## config.mk

```make
export PLATFORM = sky130hd
export DESIGN_NAME = drti_seq
export DESIGN_NICKNAME = d
export VERILOG_FILES = /design/src/rtl/core/drti_pkg.sv /design/src/rtl/core/drti_seq.sv
export SDC_FILE = /design/constraint.sdc
export NUM_CORES = 1
export LEC_CHECK = 0
export ABC_CLOCK_PERIOD_IN_PS = 2200
export BUFFER_PORTS_ARGS = -buffer_cell sky130_fd_sc_hd__buf_2
export CAP_MARGIN = 15
export CORE_AREA = 2 2 39 41
export DETAILED_ROUTE_END_ITERATION = 10
export DIE_AREA = 0 0 41 43
export GPL_TIMING_DRIVEN = 0
export PLACE_DENSITY = 0.65
export SYNTH_ARGS = -nofsm -noshare
export SYNTH_HDL_FRONTEND = slang
export SYNTH_SLANG_ARGS = --single-unit
```

## constraint.sdc

```tcl
create_clock -name clk_i -period 2.2 [get_ports clk_i]
set_input_delay 0.33 -clock clk_i [delete_from_list [all_inputs] [get_ports clk_i]]
set_output_delay 0.33 -clock clk_i [all_outputs]
set_load 0.05 [all_outputs]
```

## src/rtl/core/drti_pkg.sv

```systemverilog
// Package for the decimal round-to-integer block: widths, codes, sequencer
// state type and the control word passed from the sequencer to the datapath.
// No dependencies.
package drti_pkg;

  localparam int MAG_BITS   = 96;
  localparam int IN_MAG_W   = 96;
  localparam int MAG_W      = (MAG_BITS < IN_MAG_W) ? MAG_BITS : IN_MAG_W;
  localparam int LANE_W     = 32;
  localparam int NUM_LANES  = (MAG_W + LANE_W - 1) / LANE_W;
  localparam int MAG_TOT    = NUM_LANES * LANE_W;
  localparam int LANE_IDX_W = (NUM_LANES > 1) ? $clog2(NUM_LANES) : 1;
  localparam int SCALE_W    = 5;
  localparam int DIGIT_W    = 4;

  localparam logic [MAG_TOT-1:0] MAG_MASK = {MAG_TOT{1'b1}} >> (MAG_TOT - MAG_W);

  // floor(2^32 / 10), 2^32 mod 10, and ceil(2^36 / 10) for the lane divider
  localparam logic [LANE_W-1:0] DIV_HI    = 32'd429496729;
  localparam logic [2:0]        DIV_WRAP  = 3'd6;
  localparam logic [32:0]       DIV_RECIP = 33'd6871947674;
  localparam int                RECIP_SH  = 36;

  localparam logic [DIGIT_W-1:0] DIGIT_TEN  = 4'd10;
  localparam logic [DIGIT_W-1:0] DIGIT_HALF = 4'd5;

  localparam int DATA_W = 104;
  localparam int IN_USER_W = 4;
  localparam int OUT_USER_W = 2;

  typedef enum logic [1:0] {
    KIND_TRUNC = 2'd0,
    KIND_FLOOR = 2'd1,
    KIND_ROUND = 2'd2,
    KIND_NEG   = 2'd3
  } kind_e;

  typedef enum logic [1:0] {
    CLS_NORMAL = 2'd0,
    CLS_PINF   = 2'd1,
    CLS_MINF   = 2'd2,
    CLS_NAN    = 2'd3
  } cls_e;

  typedef enum logic [1:0] {
    ST_IDLE,
    ST_DIV,
    ST_FIX
  } state_e;

  typedef struct packed {
    logic                  load;
    logic                  div_en;
    logic                  digit_end;
    logic                  fix;
    logic [LANE_IDX_W-1:0] lane;
  } ctl_t;

endpackage

```

## src/rtl/core/drti_seq.sv

```systemverilog
// Sequencer: walks the lanes of the magnitude once per dropped digit, then
// finishes the word. Depends on drti_pkg for state type and control word.
module drti_seq (
  input  logic                         clk_i,
  input  logic                         rst_ni,
  input  logic                         in_valid_i,
  input  logic                         need_div_i,
  input  logic [drti_pkg::SCALE_W-1:0] scale_i,
  input  logic                         out_busy_i,
  output logic                         in_ready_o,
  output drti_pkg::ctl_t               ctl_o
);

  localparam logic [drti_pkg::LANE_IDX_W-1:0] LANE_TOP =
    drti_pkg::LANE_IDX_W'(drti_pkg::NUM_LANES - 1);

  drti_pkg::state_e state_q, state_d;
  logic [drti_pkg::SCALE_W-1:0]    digits_q, digits_d;
  logic [drti_pkg::LANE_IDX_W-1:0] lane_q, lane_d;
  logic last_lane;

  assign last_lane = (lane_q == '0);

  always_comb begin
    state_d = state_q;
    unique case (state_q)
      drti_pkg::ST_IDLE: begin
        if (in_valid_i) begin
          state_d = need_div_i ? drti_pkg::ST_DIV : drti_pkg::ST_FIX;
        end
      end
      drti_pkg::ST_DIV: begin
        if (last_lane && (digits_q == drti_pkg::SCALE_W'(1))) begin
          state_d = drti_pkg::ST_FIX;
        end
      end
      drti_pkg::ST_FIX: begin
        if (!out_busy_i) begin
          state_d = drti_pkg::ST_IDLE;
        end
      end
      default: state_d = drti_pkg::ST_IDLE;
    endcase
  end

  always_comb begin
    in_ready_o      = (state_q == drti_pkg::ST_IDLE);
    ctl_o.load      = (state_q == drti_pkg::ST_IDLE) && in_valid_i;
    ctl_o.div_en    = (state_q == drti_pkg::ST_DIV);
    ctl_o.digit_end = (state_q == drti_pkg::ST_DIV) && last_lane;
    ctl_o.fix       = (state_q == drti_pkg::ST_FIX) && !out_busy_i;
    ctl_o.lane      = lane_q;
  end

  always_comb begin
    digits_d = digits_q;
    lane_d   = lane_q;
    if (ctl_o.load) begin
      digits_d = scale_i;
      lane_d   = LANE_TOP;
    end else if (ctl_o.div_en) begin
      if (last_lane) begin
        digits_d = digits_q - drti_pkg::SCALE_W'(1);
        lane_d   = LANE_TOP;
      end else begin
        lane_d = lane_q - drti_pkg::LANE_IDX_W'(1);
      end
    end
  end

  always_ff @(posedge clk_i or negedge rst_ni) begin
    if (!rst_ni) begin
      state_q  <= drti_pkg::ST_IDLE;
      digits_q <= '0;
      lane_q   <= '0;
    end else begin
      state_q  <= state_d;
      digits_q <= digits_d;
      lane_q   <= lane_d;
    end
  end

endmodule

```

==> metrics.txt <==
sequential share of the synthesized area a little over two fifths; Cell Pwr Density 1520 nW/um^2; Mapped Nets 70; Syn. warnings 0; Die Y ~43 um; global route overflow 0; Area Growth Syn to Fin 25.6%; Crit Reg-Reg Endpoint state_q[0]; Slowest cell on crit path dfrtp_1; Synth Area in Compound Gates between 10 and 15%; die area roughly 1800 sq um; Peak Freq 0.502 GHz; largest family of logic cells by synthesized area simple AND/OR/NAND/NOR gates; VDD IR max 0.742 mV; Placed Instance Area approximately 630 sq um; Vias/cell 5.06; Slew Limit Fails 0; critical-path cell list or3b_1, buf_2, inv_4, buf_2; worst hold-check path type in2reg; Antenna Violating Nets Remaining 0; clk sinks 9; number of synthesized register bits 9; number of global-route vias before repair around 430; post-synth cell types 27; critical path fanouts, max 8; reg-to-reg setup timing slack 660 ps; via count between 400 and 500; Final Setup Violations 0; CP Buf/Inv Count 3; # Post-CTS Setup Buffers 0; number of I/O pins 17; Core Region around 1400 sq um; overall routed net length approximately 1100 um; Critical Path Most Common Cell buf_2; adder-cell area share of the yosys netlist a little under a tenth; Slew HR between 80% and 90%; DRC viols 0; hold buffer count at cts 1; final clock skew ~2.5 ps; sum of negative setup slack 0 ps; post-synthesis xor/xnor area fraction around 3.3%; Final Power about 1000 uW; CTS tree done; mux contribution to synthesized area 0%; first-pass GRT wire length about 1800 um; row count 14; die width between 40 and 50 um; Inserted Clock Buffers 3; layout cells sized above 1 29.9%; largest net degree at the start of global routing 10; Mapped Avg Cell Area approximately 9.5 sq um; Max Root-Sink Buffers 2; RSZ-0062 raised after global routing false; simple logic cell fraction of the synthesized area 24.9%; WP data required about 1900 ps; static leakage 0.000354 uW; total track usage ~15%; port bufs 16; # fillers 135; critical path endpoint ctl_o[5]; Finished Cell Area between 600 and 700 sq um; DR pass1 iterations 4; period utilization just over 90%; number of max-cap violations 0; H-Tree Level Count 1; Post-Syn Instances 56; DP HPWL between 800 and 900 um; crit path launch state_q[0]; CP peak stage delay between 400 and 500 ps; synthesized cell area approximately 530 sq um; Largest delay share family, worst path buffers and inverters; # diodes 0; worst slew pin tran between 200 and 300 ps; Hold Vio Cnt, Final 0; critical path type reg2out; CTS Root Cell clkbuf_4; clock slew at reported path FFs approximately 60 ps; Initial Utilization about two fifths; Nets between 90 and 100; Clock Latency Late Sink between 200 and 300 ps; FF-to-FF path depth 5; kind of start point of the critical path flop; RePlAce Congestion between 0.7 and 0.8; CP endpoint kind output port; initial detailed-routing violation count 16; Tmin final between 1500 and 2000 ps; drt wl/cell 11.6 um; initial antenna violation count 0; reg-to-reg startpoint lane_q[0]; status complete, no violations; Critical Path AT between 1500 and 2000 ps; post_cts resized 0; CP Depth 4
## synthesized netlist by cell type
cell type  count  area share [%]
or2_2          1             1.2
nand3_1        1            0.94
o31ai_1        1             1.4
nor2_1         4             2.8
o21ai_0        2             1.9
nor3b_1        1             1.4
dfrtp_1        9              42
or4_1          2             2.8
o22ai_1        1             1.2
or3b_1         1             1.6
a31oi_1        2             2.3
nand3b_4       1             3.8
o211ai_1       1             1.4
inv_1          6             4.2
nand2_1        7             4.9
a22oi_1        1             1.4
xor2_1         1             1.6
nand4b_1       1             1.6
or2b_1         1             1.4
buf_2          1            0.94
a22o_1         1             1.6
inv_4          1             1.2
ha_1           4             9.4
o21ai_1        1            0.94
xnor2_1        1             1.6
o311ai_0       1             1.6
or3_1          2             2.3
## worst register-to-register path: cells and delay by family, from the launching register on
kind	cells	cell delay, ps
AND/OR/NAND/NOR	2	510
flip-flops	1	370
adder cells (fa/ha/maj)	1	250
AO/OA/AOI/OAI	1	200
buffers and inverters	1	90
## sequential cells by signal, summed over array words and instances, names as in the netlist
name and cells:
digits_q 5, lane_q 2, state_q 2
## cell type report
class                      instances  area (sq um)  area share [%]
buffer                             1          5.00           0.748
clock buffer                       4          26.3            3.93
inverter                           7          28.8            4.30
multi-input combinational         39           274            40.9
sequential                         9           225            33.6
tap                               16          20.0            2.99
timing repair buffer              17          90.1            13.5
## routing by layer
metal / up-vias / global-route usage, % / routed length, um
met2: 15 / 19.4 / 526
met5: - / 0 / 0
met3: 0 / 1.57 / 54
li1: 241 / - / -
met1: 215 / 21.8 / 500
met4: 0 / 10.0 / 0
## where the power goes
group	internal (uW)	total [uW]	switching [uW]
Clock	70.1	132	62.0
Sequential	244	326	81.8
Combinational	184	561	377
## worst min-delay path by stage
stage | to | slack, ps | from | cells after the start
CTS | digits_q[4] | 270 | scale_i[4] | 3
global route | digits_q[4] | 300 | scale_i[4] | 3
floorplan | digits_q[0] | 30 | rst_ni | 0
global placement | state_q[0] | 190 | rst_ni | 1
detailed placement | lane_q[1] | 200 | rst_ni | 1
finish | digits_q[4] | 260 | scale_i[4] | 3
## stage by stage
| stage | worst slack, ps | hold WS, ps | std cells | utilization, % |
|---|---|---|---|---|
| global route | 128 | 298 | 93 | 48.4 |
| detailed placement | 490 | 201 | 88 | 45.8 |
| global placement | 481 | 194 | 88 | 45.8 |
| floorplan | 242 | 34.4 | 56 | - |
| CTS | 204 | 265 | 93 | 48.4 |
| finish | 207 | 260 | 93 | 48.4 |
## cell usage in the layout (no fill, tap or decap), types with 2 or more instances in the layout
master,count
inv_1,6
nor2_1,4
dfrtp_1,9
nand2_1,7
o21ai_0,2
buf_2,17
or3_1,2
a31oi_1,2
ha_1,4
or4_1,2
clkbuf_4,3
## kinds of logic (layout without fill, tap and decap cells)
logic type,after synthesis,in the layout
simple gates,22,22
compound gates,11,11
flops,9,9
buf+inv,8,29
fa+ha+maj,4,4
xor+xnor,2,2
Power figures use the tool's default switching activity.
